## src/sv/i2cbc_pkg.sv

```systemverilog
package i2cbc_pkg;

    localparam int ERR_W      = 8;
    localparam int HALF_W     = 16;
    localparam int CFG_IDX_W  = 1;
    localparam int CFG_DATA_W = 16;
    localparam int MAX_PULSES_DEF = 9;

    localparam logic [ERR_W-1:0]  ERR_MAX_RST     = 8'd3;
    localparam logic [HALF_W-1:0] HALF_PERIOD_RST = 16'd10;
    localparam logic [ERR_W-1:0]  ERR_SAT         = 8'd255;

    typedef enum logic [1:0] {
        OP_TICK   = 2'd0,
        OP_ERROR  = 2'd1,
        OP_CLEAR  = 2'd2,
        OP_VERIFY = 2'd3
    } op_t;

    typedef enum logic [1:0] {
        OUT_NONE      = 2'd0,
        OUT_RECOVERED = 2'd1,
        OUT_DAMAGED   = 2'd2
    } outcome_t;

    typedef enum logic [CFG_IDX_W-1:0] {
        CFG_ERR_MAX     = 1'd0,
        CFG_HALF_PERIOD = 1'd1
    } cfg_idx_t;

    typedef enum logic [2:0] {
        PH_IDLE,
        PH_SAMPLE,
        PH_PULSE_LO,
        PH_PULSE_HI,
        PH_STOP_LO,
        PH_STOP_SCL,
        PH_STOP_SDA
    } phase_t;

    typedef struct packed {
        logic       scl;
        logic       sda;
        logic       busy;
        logic       ok;
        logic [1:0] outcome;
    } res_t;

endpackage

```

## src/sv/i2c_bus_clear_sequencer.sv

```systemverilog
// I2C bus clear sequencer.
//
// Input channel (in_valid / in_stall, op, sda_in): one request per tick or
// event. op is tick, error report, clear count or verify. sda_in is the
// sampled SDA level, used only while a bus clear runs.
// Output channel (out_valid / out_stall): exactly one result per request,
// carrying the SCL/SDA drive levels after that request, busy flag,
// verify answer and the outcome of a finished clear.
// Config port (cfg_we, cfg_index, cfg_data): index 0 err_max, index 1
// half_period. Write only while idle.
//
// Results are registered. Throughput: one request per cycle unless
// in_stall is high; the state update is a single level of
// compare/decrement logic between the request and the result register.
// A two-entry output stage (result register plus skid register) lets a new
// request be taken while a result waits; in_stall rises only when both
// entries hold results, and drops once the receiver takes one.
// Reset (rst_n low, async): count zero, idle, both lines released,
// err_max = 3, half_period = 10, output stage empty.
module i2c_bus_clear_sequencer #(
    parameter int MAX_PULSES = i2cbc_pkg::MAX_PULSES_DEF
) (
    input  logic                             clk,
    input  logic                             rst_n,
    input  logic                             in_valid,
    output logic                             in_stall,
    input  logic [1:0]                       op,
    input  logic                             sda_in,
    output logic                             out_valid,
    input  logic                             out_stall,
    output logic                             scl_level,
    output logic                             sda_level,
    output logic                             busy_res,
    output logic                             verify_ok,
    output logic [1:0]                       outcome,
    input  logic                             cfg_we,
    input  logic [i2cbc_pkg::CFG_IDX_W-1:0]  cfg_index,
    input  logic [i2cbc_pkg::CFG_DATA_W-1:0] cfg_data
);
    import i2cbc_pkg::*;

    localparam int PULSE_W = $clog2(MAX_PULSES + 1);
    localparam logic [PULSE_W-1:0] PULSE_LAST = PULSE_W'(MAX_PULSES);

    // config
    logic [ERR_W-1:0]  err_max_reg;
    logic [HALF_W-1:0] half_period_reg;

    // sequencer state
    logic [ERR_W-1:0]   error_count_reg, error_count_next;
    phase_t             phase_reg, phase_next;
    logic [PULSE_W-1:0] pulse_count_reg, pulse_count_next;
    logic [HALF_W-1:0]  hold_timer_reg, hold_timer_next;
    logic               freed_reg, freed_next;
    logic               scl_reg, scl_next;
    logic               sda_reg, sda_next;

    // output stage
    logic out_valid_reg, skid_valid_reg;
    res_t out_reg, skid_reg;
    res_t res;

    logic              accept, out_fire, level_done;
    logic [HALF_W-1:0] hold_len;
    op_t               op_in;

    assign op_in    = op_t'(op);
    assign accept   = in_valid && !skid_valid_reg;
    assign out_fire = out_valid_reg && !out_stall;
    assign in_stall = skid_valid_reg;
    assign hold_len = (half_period_reg == '0) ? HALF_W'(1) : half_period_reg;
    assign level_done = (hold_timer_reg <= HALF_W'(1));

    always_ff @(posedge clk or negedge rst_n)
    begin
        if (!rst_n)
        begin
            err_max_reg     <= ERR_MAX_RST;
            half_period_reg <= HALF_PERIOD_RST;
        end
        else if (cfg_we)
        begin
            case (cfg_idx_t'(cfg_index))
                CFG_ERR_MAX:     err_max_reg     <= cfg_data[ERR_W-1:0];
                CFG_HALF_PERIOD: half_period_reg <= cfg_data[HALF_W-1:0];
                default:         ;
            endcase
        end
    end

    // next state
    always_comb
    begin
        error_count_next = error_count_reg;
        phase_next       = phase_reg;
        pulse_count_next = pulse_count_reg;
        hold_timer_next  = hold_timer_reg;
        freed_next       = freed_reg;
        scl_next         = scl_reg;
        sda_next         = sda_reg;

        case (phase_reg)
            PH_IDLE:
            begin
                scl_next = 1'b1;
                sda_next = 1'b1;
                case (op_in)
                    OP_ERROR:
                        if (error_count_reg != ERR_SAT)
                            error_count_next = error_count_reg + ERR_W'(1);
                    OP_CLEAR:
                        error_count_next = '0;
                    OP_VERIFY:
                        if (error_count_reg >= err_max_reg)
                        begin
                            phase_next       = PH_SAMPLE;
                            pulse_count_next = '0;
                            freed_next       = 1'b0;
                            hold_timer_next  = '0;
                        end
                    default: ;
                endcase
            end
            PH_SAMPLE, PH_PULSE_HI:
            begin
                if (phase_reg == PH_SAMPLE || level_done)
                begin
                    if (phase_reg == PH_PULSE_HI)
                        pulse_count_next = pulse_count_reg + PULSE_W'(1);
                    hold_timer_next = hold_len;
                    if (sda_in)
                    begin
                        freed_next = 1'b1;
                        phase_next = PH_STOP_LO;
                        scl_next   = 1'b0;
                        sda_next   = 1'b0;
                    end
                    else if (pulse_count_next >= PULSE_LAST)
                    begin
                        phase_next = PH_STOP_LO;
                        scl_next   = 1'b0;
                        sda_next   = 1'b0;
                    end
                    else
                    begin
                        phase_next = PH_PULSE_LO;
                        scl_next   = 1'b0;
                        sda_next   = 1'b1;
                    end
                end
                else
                    hold_timer_next = hold_timer_reg - HALF_W'(1);
            end
            PH_PULSE_LO, PH_STOP_LO, PH_STOP_SCL:
            begin
                if (level_done)
                begin
                    hold_timer_next = hold_len;
                    scl_next        = 1'b1;
                    case (phase_reg)
                        PH_PULSE_LO:
                        begin
                            phase_next = PH_PULSE_HI;
                            sda_next   = 1'b1;
                        end
                        PH_STOP_LO:
                        begin
                            phase_next = PH_STOP_SCL;
                            sda_next   = 1'b0;
                        end
                        default:
                        begin
                            phase_next = PH_STOP_SDA;
                            sda_next   = 1'b1;
                        end
                    endcase
                end
                else
                    hold_timer_next = hold_timer_reg - HALF_W'(1);
            end
            default: // STOP_SDA
            begin
                if (level_done)
                begin
                    if (freed_reg || sda_in)
                        error_count_next = '0;
                    phase_next      = PH_IDLE;
                    hold_timer_next = '0;
                    scl_next        = 1'b1;
                    sda_next        = 1'b1;
                end
                else
                    hold_timer_next = hold_timer_reg - HALF_W'(1);
            end
        endcase
    end

    // result for this request
    always_comb
    begin
        res.scl     = scl_next;
        res.sda     = sda_next;
        res.busy    = (phase_next != PH_IDLE);
        res.ok      = (phase_reg == PH_IDLE) && (op_in == OP_VERIFY)
                      && (error_count_reg < err_max_reg);
        res.outcome = OUT_NONE;
        if (phase_reg == PH_STOP_SDA && level_done)
            res.outcome = (!freed_reg && !sda_in) ? OUT_DAMAGED : OUT_RECOVERED;
    end

    always_ff @(posedge clk or negedge rst_n)
    begin
        if (!rst_n)
        begin
            error_count_reg <= '0;
            phase_reg       <= PH_IDLE;
            pulse_count_reg <= '0;
            hold_timer_reg  <= '0;
            freed_reg       <= 1'b0;
            scl_reg         <= 1'b1;
            sda_reg         <= 1'b1;
        end
        else if (accept)
        begin
            error_count_reg <= error_count_next;
            phase_reg       <= phase_next;
            pulse_count_reg <= pulse_count_next;
            hold_timer_reg  <= hold_timer_next;
            freed_reg       <= freed_next;
            scl_reg         <= scl_next;
            sda_reg         <= sda_next;
        end
    end

    // output register + skid
    always_ff @(posedge clk or negedge rst_n)
    begin
        if (!rst_n)
        begin
            out_valid_reg  <= 1'b0;
            skid_valid_reg <= 1'b0;
        end
        else if (skid_valid_reg)
        begin
            if (out_fire)
                skid_valid_reg <= 1'b0;
        end
        else if (accept)
        begin
            if (out_valid_reg && !out_fire)
                skid_valid_reg <= 1'b1;
            else
                out_valid_reg <= 1'b1;
        end
        else if (out_fire)
            out_valid_reg <= 1'b0;
    end

    always_ff @(posedge clk)
    begin
        if (skid_valid_reg)
        begin
            if (out_fire)
                out_reg <= skid_reg;
        end
        else if (accept)
        begin
            if (out_valid_reg && !out_fire)
                skid_reg <= res;
            else
                out_reg <= res;
        end
    end

    assign out_valid = out_valid_reg;
    assign scl_level = out_reg.scl;
    assign sda_level = out_reg.sda;
    assign busy_res  = out_reg.busy;
    assign verify_ok = out_reg.ok;
    assign outcome   = out_reg.outcome;

endmodule

```

## config.mk

```make
export PLATFORM = sky130hd
export DESIGN_NAME = i2c_bus_clear_sequencer
export DESIGN_NICKNAME = d
export VERILOG_FILES = /design/src/sv/i2cbc_pkg.sv /design/src/sv/i2c_bus_clear_sequencer.sv
export SDC_FILE = /design/constraint.sdc
export NUM_CORES = 1
export LEC_CHECK = 0
export CORE_ASPECT_RATIO = 1.1
export CORE_UTILIZATION = 54
export DETAILED_ROUTE_END_ITERATION = 10
export DONT_BUFFER_PORTS = 1
export PLACE_DENSITY = 0.72
export SLEW_MARGIN = 20
export SYNTH_ARGS = -nofsm -noshare
export SYNTH_HDL_FRONTEND = slang
export SYNTH_SLANG_ARGS = --single-unit
```

## constraint.sdc

```tcl
create_clock -name clk -period 2.5 [get_ports clk]
set_input_delay 0.5 -clock clk [delete_from_list [all_inputs] [get_ports clk]]
set_output_delay 0.5 -clock clk [all_outputs]
set_load 0.02 [all_outputs]
```

==> impl_results.rst, run 1 <==
.. list-table::
   :header-rows: 1

   * - Metric
     - Value
   * - FF-to-FF End
     - freed_reg$_DFFE_PN0P_
   * - Routed wire length
     - 8730 um
   * - Number of library cell types mapped by synthesis
     - 57
   * - Type of the worst setup path
     - flop to flop
   * - Unrepaired setup endpoints after global routing
     - false
   * - Number of inserted diodes
     - 0
   * - DR vias/cell
     - 6.16
   * - Buffers on Ports
     - 0
   * - FF+latch area
     - 1870 sq um
   * - Via count
     - 3161
   * - Power Dens Cells
     - 703 nW/um^2
   * - Clock Tree Buf Depth
     - 2
   * - Placer's final routability congestion estimate
     - 0.824
   * - Worst reg-to-reg setup slack
     - 0.11 ns
   * - Cell-by-cell listing of the critical path
     - inv_1 -> ha_1 -> nor2b_1 -> o211ai_1 -> a31oi_1 -> or2_2 -> o211ai_1 -> o21ai_1
   * - Later-pin clock latency in the skew report
     - 0.34 ns
   * - Core area
     - 7090 sq um
   * - Seq cells post-synth
     - 72
   * - Total Power
     - 3.11 mW
   * - Post-synthesis cell area
     - 3980 sq um
   * - Clock Pin Slew Worst Setup and Hold Paths
     - 0.08 ns
   * - Final Hold Fails
     - 0
   * - Layout net count
     - 460
   * - Io pins
     - 33
   * - Proportion of layout cells with a drive suffix above 1
     - 17.5%
   * - Tightest Hold Check Type
     - input pin to async pin
   * - Outcome
     - complete, no violations
   * - Count of endpoints failing setup in the final report
     - 0
   * - Initial core utilization
     - 56.2%
   * - First element of the critical path
     - err_max_reg[1]$_DFFE_PN1P_
   * - Hpwl dp
     - 6170 um
   * - Sum of negative setup slack
     - 0 ns
   * - Number of pins exceeding their max-slew limit in the final report
     - 0
   * - Routed wire per std cell
     - 17.0 um
   * - Horizontal die dimension
     - 83.9 um
   * - H-tree levels
     - 3
   * - Fraction of synthesis flops using an asynchronous set or reset pin
     - 83.3%
   * - Critical Path RT
     - 2.71 ns
   * - Startpoint types
     - flop
   * - Slew at the pin closest to its max-slew limit
     - 0.641 ns
   * - Commonest non-fill, non-tap cell in the layout
     - sky130_fd_sc_hd__dfrtp_1
   * - Warnings, synthesis
     - 0
   * - Max-slew headroom
     - 57.2%
   * - Worst hold slack after final layout
     - 0.0124 ns
   * - Largest stage delay on the critical path
     - 0.53 ns
   * - Pleak
     - 1.74 nW
   * - Wire length of the first global-routing pass
     - 14900 um
   * - Maximum capacitance violations
     - 0
   * - Total GRT Usage
     - 24.5%
   * - Syn Inst Count
     - 409
   * - R2r startpoint
     - err_max_reg[1]$_DFFE_PN1P_
   * - Highest achievable clock rate
     - 419 MHz
   * - Clock Skew
     - 0.0128 ns
   * - Post-Place Cell Area
     - 4170 sq um
   * - Worst r2r path cells
     - 8
   * - Violation count after the first detailed-routing iteration
     - 208
   * - Height of the die
     - 92.1 um
   * - Period minus WS final
     - 2.39 ns
   * - Remaining antenna violation count
     - 0
   * - Slowest stage cell, crit path
     - sky130_fd_sc_hd__dfstp_2
   * - Most frequent cell on the critical path
     - sky130_fd_sc_hd__o211ai_1
   * - Full die area
     - 7720 sq um
   * - Detailed-routing iteration count for the pre-antenna-repair pass
     - 4
   * - Number of buffers created by CTS
     - 9
   * - Count of fill cells added during filler insertion
     - 578
   * - Worst IR drop on VDD
     - 0.454 mV
   * - Maximum number of pins on one net before global-route repair
     - 61
   * - Synthesized area per cell
     - 9.73 sq um
   * - Biggest fanout along the worst timing path
     - 4
   * - Placed cell count
     - 496
   * - Sink count of the clock tree
     - 72
   * - Arrival time reported for the critical path endpoint
     - 2.60 ns
   * - Clock tree from TritonCTS
     - done
   * - Synth Net Count
     - 446
   * - Vias in the first global route
     - 3126
   * - Cell Rows
     - 32
   * - Endpoint kind of the worst setup timing path
     - flop
   * - Number of antenna violations at the first check in global routing
     - 0
   * - Final instance area
     - 4430 sq um
   * - Global-route congestion overflow total
     - 0
   * - Final std cells w/o fill
     - 513
   * - Share of the clock period used by the worst path
     - 95.4%
   * - Number of enable-type register cells in the synthesized netlist
     - 12
   * - Commonest cells after routing, fill and taps aside
     - sky130_fd_sc_hd__dfrtp_1, sky130_fd_sc_hd__o21ai_0, sky130_fd_sc_hd__nand2_1, sky130_fd_sc_hd__nor2_1, sky130_fd_sc_hd__a21oi_1
   * - Number of remaining DRC errors
     - 0
   * - Leading register cell type out of synthesis
     - sky130_fd_sc_hd__dfrtp_1
   * - Post-synthesis sequential area ratio
     - 47.0%
   * - Multi-input gate area in the final layout
     - 1980 sq um
   * - Root Buffer
     - sky130_fd_sc_hd__clkbuf_8
   * - Syn-to-layout area delta
     - 11.3%
[report_power, final]
group | total [mW] | switching, mW | internal [mW]
clock | 1.06 | 0.437 | 0.626
sequential | 1.53 | 0.162 | 1.37
combinational | 0.517 | 0.314 | 0.203
total | 3.11 | 0.913 | 2.20
[per-stage QoR]
step                      setup WS [ns]  util (%)
after detailed placement          0.130      58.9
final                             0.114      62.5
after floorplan                   0.138         -
after CTS                         0.111      62.5
after global placement            0.236      58.9
after global routing            0.00521      62.5
[critical path, delay by kind of cell, from the launching register on]
kind,cells,cell delay (ns)
AO/OA/AOI/OAI,4,0.87
adder cells (fa/ha/maj),1,0.31
buffers and inverters,1,0.05
flip-flops,1,0.53
AND/OR/NAND/NOR,2,0.49
[cell usage after synthesis (all sizes together), types with 2 or more instances]
library cell,count,area (sq um)
ha,12,150
nor2,33,124
o41ai,2,17.5
dfstp,6,158
or4,5,41.3
a31oi,5,31.3
o211a,2,20.0
nand4,4,25.0
nand2,34,128
o211ai,6,45.0
nand3b,3,22.5
o2bb2ai,2,17.5
o21a,2,15.0
o21ai,37,185
xor2,2,17.5
clkbuf,16,60.1
a221o,9,90.1
or2,2,12.5
nand3,13,70.1
or3,5,31.3
mux2,22,248
a21oi,26,134
dfrtp,54,1350
a21o,4,30.0
nor3,16,85.1
edfxtp,12,360
buf,3,13.8
o31ai,9,86.3
nor4,9,68.8
nor2b,13,81.3
inv,16,60.1
nand2b,6,45.0
and3,2,12.5
o311ai,3,26.3
nor3b,3,22.5
[timing repair]
action / CTS / global route
endpoints found under the hold margin: 60 / 0
setup endpoints to repair: 0 / 1
gates resized for setup: 0 / 1
hold buffers: 1 / 0
setup buffers: 0 / 0
[layout make-up]
class	instances	area share, %
Sequential cell	72	42.2
Tap cell	85	2.40
Multi-Input combinational cell	302	44.6
Timing Repair Buffer	22	4.18
Clock buffer	12	3.53
Inverter	16	1.36
Clock inverter	4	1.72
[how the worst max path moves through the flow]
stage / to / slack [ns] / cells after the start
2_1_floorplan: hold_timer_reg[13]$_DFFE_PN0P_ / 0.14 / 9
3_3_place_gp: busy_res$_DFFE_PP_ / 0.24 / 8
3_5_place_dp: freed_reg$_DFFE_PN0P_ / 0.13 / 8
4_1_cts: freed_reg$_DFFE_PN0P_ / 0.11 / 8
5_1_grt: freed_reg$_DFFE_PN0P_ / 0.005 / 8
6_report: freed_reg$_DFFE_PN0P_ / 0.11 / 8
[layer usage]
layer	up-vias	track usage [%]	wire length, um
li1	1546	-	-
met1	1548	32.0	4070
met2	61	41.1	4230
met3	6	5.04	352
met4	0	7.04	74
met5	-	0	0
[logic make-up after synthesis]
group                    after synthesis  synth area share (%)
XOR/XNOR                               2                 0.440
multiplexers                          22                  6.22
AND/OR/NAND/NOR                      149                  19.5
buffers and inverters                 35                  3.36
adder cells (fa/ha/maj)               12                  3.77
flip-flops                            72                  47.0
AO/OA/AOI/OAI                        117                  19.7
Note: power is estimated with default switching activity, not from simulation.
==> run 2: changes to the inputs <==
--- a/config.mk
+++ b/config.mk
@@ -6,10 +6,10 @@
 export NUM_CORES = 1
 export LEC_CHECK = 0
 export CORE_ASPECT_RATIO = 1.1
-export CORE_UTILIZATION = 54
+export CORE_UTILIZATION = 57
 export DETAILED_ROUTE_END_ITERATION = 10
 export DONT_BUFFER_PORTS = 1
-export PLACE_DENSITY = 0.72
+export PLACE_DENSITY = 0.75
 export SLEW_MARGIN = 20
 export SYNTH_ARGS = -nofsm -noshare
 export SYNTH_HDL_FRONTEND = slang
==> impl_results.rst, run 2 (synthesis gave the netlist of run 1 again) <==
.. list-table::
   :header-rows: 1

   * - Metric
     - Value
   * - DR WL met2
     - 4310 um (+1.8%)
   * - Horizontal die dimension
     - 81.7 um (-2.6%)
   * - H-tree levels
     - 3 (unchanged)
   * - Number of pins exceeding their max-slew limit in the final report
     - 0 (unchanged)
   * - Sum of negative setup slack
     - 0 ns (unchanged)
   * - Via count
     - 3249 (+2.8%)
   * - Unrepaired setup endpoints after global routing
     - false
   * - Height of the die
     - 89.7 um (-2.6%)
   * - Period minus WS final
     - 2.33 ns (-0.0518 ns)
   * - Number of remaining DRC errors
     - 0 (unchanged)
   * - Violated checks
     - hold timing
   * - Type of the worst setup path
     - flop to flop
   * - Syn-to-layout area delta
     - 11.3% (about the same)
   * - Max-slew headroom
     - 58.7% (+1.5 points)
   * - Count of fill cells added during filler insertion
     - 548 (-5.2%)
   * - Core area
     - 6670 sq um (-5.9%)
   * - Violation count after the first detailed-routing iteration
     - 232 (+12%)
   * - Routed wire length
     - 8860 um (+1.5%)
   * - Wire length of the first global-routing pass
     - 14600 um (-2.0%)
   * - Maximum capacitance violations
     - 0 (unchanged)
   * - Metal1 wirelength
     - 3970 um (-2.5%)
   * - Arrival time reported for the critical path endpoint
     - 2.56 ns (-0.04 ns)
   * - Startpoint types
     - flop
   * - Final Hold Fails
     - 2 (+2)
   * - Buffers on Ports
     - 0 (unchanged)
   * - Cell-by-cell listing of the critical path
     - or4_4 -> nor3_2 -> a311oi_1 -> nor4_2 -> buf_4 -> nand2_1 -> o311ai_0
   * - Share of the clock period used by the worst path
     - 93.4% (-2.1 points)
   * - Endpoint kind of the worst setup timing path
     - flop
   * - Global-route congestion overflow total
     - 0 (unchanged)
   * - Maximum number of pins on one net before global-route repair
     - 61 (unchanged)
   * - DR vias/cell
     - 6.33 (+2.8%)
   * - Commonest non-fill, non-tap cell in the layout
     - sky130_fd_sc_hd__dfrtp_1
   * - Placer's final routability congestion estimate
     - 0.827 (+0.38%)
   * - Biggest fanout along the worst timing path
     - 13 (+9)
   * - Root Buffer
     - sky130_fd_sc_hd__clkbuf_8
   * - Slowest stage cell, crit path
     - sky130_fd_sc_hd__or4_4
   * - Remaining antenna violation count
     - 0 (unchanged)
   * - Later-pin clock latency in the skew report
     - 0.36 ns (+0.02 ns)
   * - Outcome
     - finished with violations
   * - Final std cells w/o fill
     - 513 (unchanged)
   * - Sink count of the clock tree
     - 72 (unchanged)
   * - Io pins
     - 33 (unchanged)
   * - Number of buffers created by CTS
     - 9 (unchanged)
   * - Post-CTS setup buffer count
     - 0 (unchanged)
   * - Worst IR drop on VDD
     - 0.695 mV (+53%)
   * - Full die area
     - 7320 sq um (-5.1%)
   * - Placed cell count
     - 496 (unchanged)
   * - Clock tree from TritonCTS
     - done
   * - Clock Skew
     - 0.0117 ns (-0.00104 ns)
   * - Power Dens Cells
     - 696 nW/um^2 (-0.94%)
   * - Clock Pin Slew Worst Setup and Hold Paths
     - 0.08 ns (about the same)
   * - Highest signal layer in the routed design
     - met4
   * - Highest achievable clock rate
     - 428 MHz (+2.2%)
   * - Proportion of layout cells with a drive suffix above 1
     - 18.1% (+0.57 points)
   * - Cell Rows
     - 31 (-3.1%)
   * - Slew at the pin closest to its max-slew limit
     - 0.618 ns (-0.0232 ns)
   * - Worst hold slack after final layout
     - -0.00165 ns (-0.0140 ns)
   * - Count of endpoints failing setup in the final report
     - 0 (unchanged)
   * - Number of antenna violations at the first check in global routing
     - 0 (unchanged)
   * - Detailed-routing iteration count for the pre-antenna-repair pass
     - 7 (+3)
   * - Total length of routed met3 wires
     - 451 um (+28%)
   * - Largest stage delay on the critical path
     - 0.58 ns (+0.05 ns)
   * - Critical Path RT
     - 2.73 ns (+0.02 ns)
   * - Clock Tree Buf Depth
     - 2 (unchanged)
   * - Vias in the first global route
     - 3093 (-1.1%)
   * - Initial core utilization
     - 59.7% (+3.5 points)
   * - Tightest Hold Check Type
     - input pin to async pin
   * - Commonest cells after routing, fill and taps aside
     - sky130_fd_sc_hd__dfrtp_1, sky130_fd_sc_hd__o21ai_0, sky130_fd_sc_hd__nand2_1, sky130_fd_sc_hd__nor2_1, sky130_fd_sc_hd__a21oi_1
   * - Number of inserted diodes
     - 0 (unchanged)
   * - Pleak
     - 1.75 nW (+0.41%)
   * - Hpwl dp
     - 6250 um (+1.2%)
   * - Total GRT Usage
     - 26.8% (+2.4 points)
   * - Routed wire per std cell
     - 17.3 um (+1.5%)
   * - Total Power
     - 3.08 mW (-0.97%)
   * - Layout net count
     - 463 (+0.65%)
-- run 2: cell types whose count changed in the layout (fill, tap and decap cells not counted), sizes merged --
cell    previous run  this run
buf               22        25
clkbuf            12        11
inv               16        17
-- run 2: worst paths after layout --
kind,to,cells after the start,slack (ns),startpoint
min in group clk,in_stall$_DFF_PN0_,2,0.25,out_stall
setup / recovery,hold_timer_reg[14]$_DFFE_PN0P_,7,0.17,hold_timer_reg[9]$_DFFE_PN0P_
hold reg to reg,freed_reg$_DFFE_PN0P_,2,0.52,freed_reg$_DFFE_PN0P_
setup reg to reg,hold_timer_reg[14]$_DFFE_PN0P_,7,0.17,hold_timer_reg[9]$_DFFE_PN0P_
hold / removal,phase_reg[0]$_DFFE_PN0P_,1,-0.002,rst_n
max in group asynchronous,err_max_reg[0]$_DFFE_PN1P_,1,2.18,rst_n
-- run 2: critical path: cells and delay by family (launching register included) --
family                 cells  cell delay [ns]
AO/OA/AOI/OAI              2             0.30
buffers and inverters      1             0.24
flip-flops                 1             0.43
AND/OR/NAND/NOR            4             1.24
-- run 2: through the flow --
stage	utilization, %	worst slack, ns	area [sq um]
after floorplan	-	0.138	3980
after global placement	62.8	0.254	4190
after detailed placement	62.8	0.190	4190
after CTS	66.4	0.192	4430
after global routing	66.4	0.0271	4430
final	66.4	0.166	4430
-- run 2: cell type report --
type / instances / area (sq um) / share of cell area (%)
inverter: 16 / 60.1 / 1.36
timing repair buffer: 25 / 208 / 4.69
clock buffer: 11 / 131 / 2.97
sequential: 72 / 1870 / 42.2
tap: 82 / 103 / 2.32
clock inverter: 5 / 81.3 / 1.84
multi-input combinational: 302 / 1980 / 44.6
-- run 2: layer usage --
layer	vias to the layer above	global-route usage, %
met2	103	42.9
met5	-	0
li1	1559	-
met1	1576	36.5
met3	11	5.56
met4	0	9.25
-- run 2: report_power, final --
part	switching, mW	internal (mW)	leakage (nW)	total (mW)
Clock	0.458	0.565	0.104	1.02
Combinational	0.317	0.208	0.833	0.525
Sequential	0.164	1.37	0.815	1.54
Total	0.939	2.15	1.75	3.08
-- run 2: repair_timing --
| action | in CTS | in global routing |
|---|---|---|
| setup endpoints to repair | 0 | 0 |
| hold buffers | 1 | 0 |
| gates resized for setup | 0 | 0 |
| hold endpoints to repair | 60 | 0 |
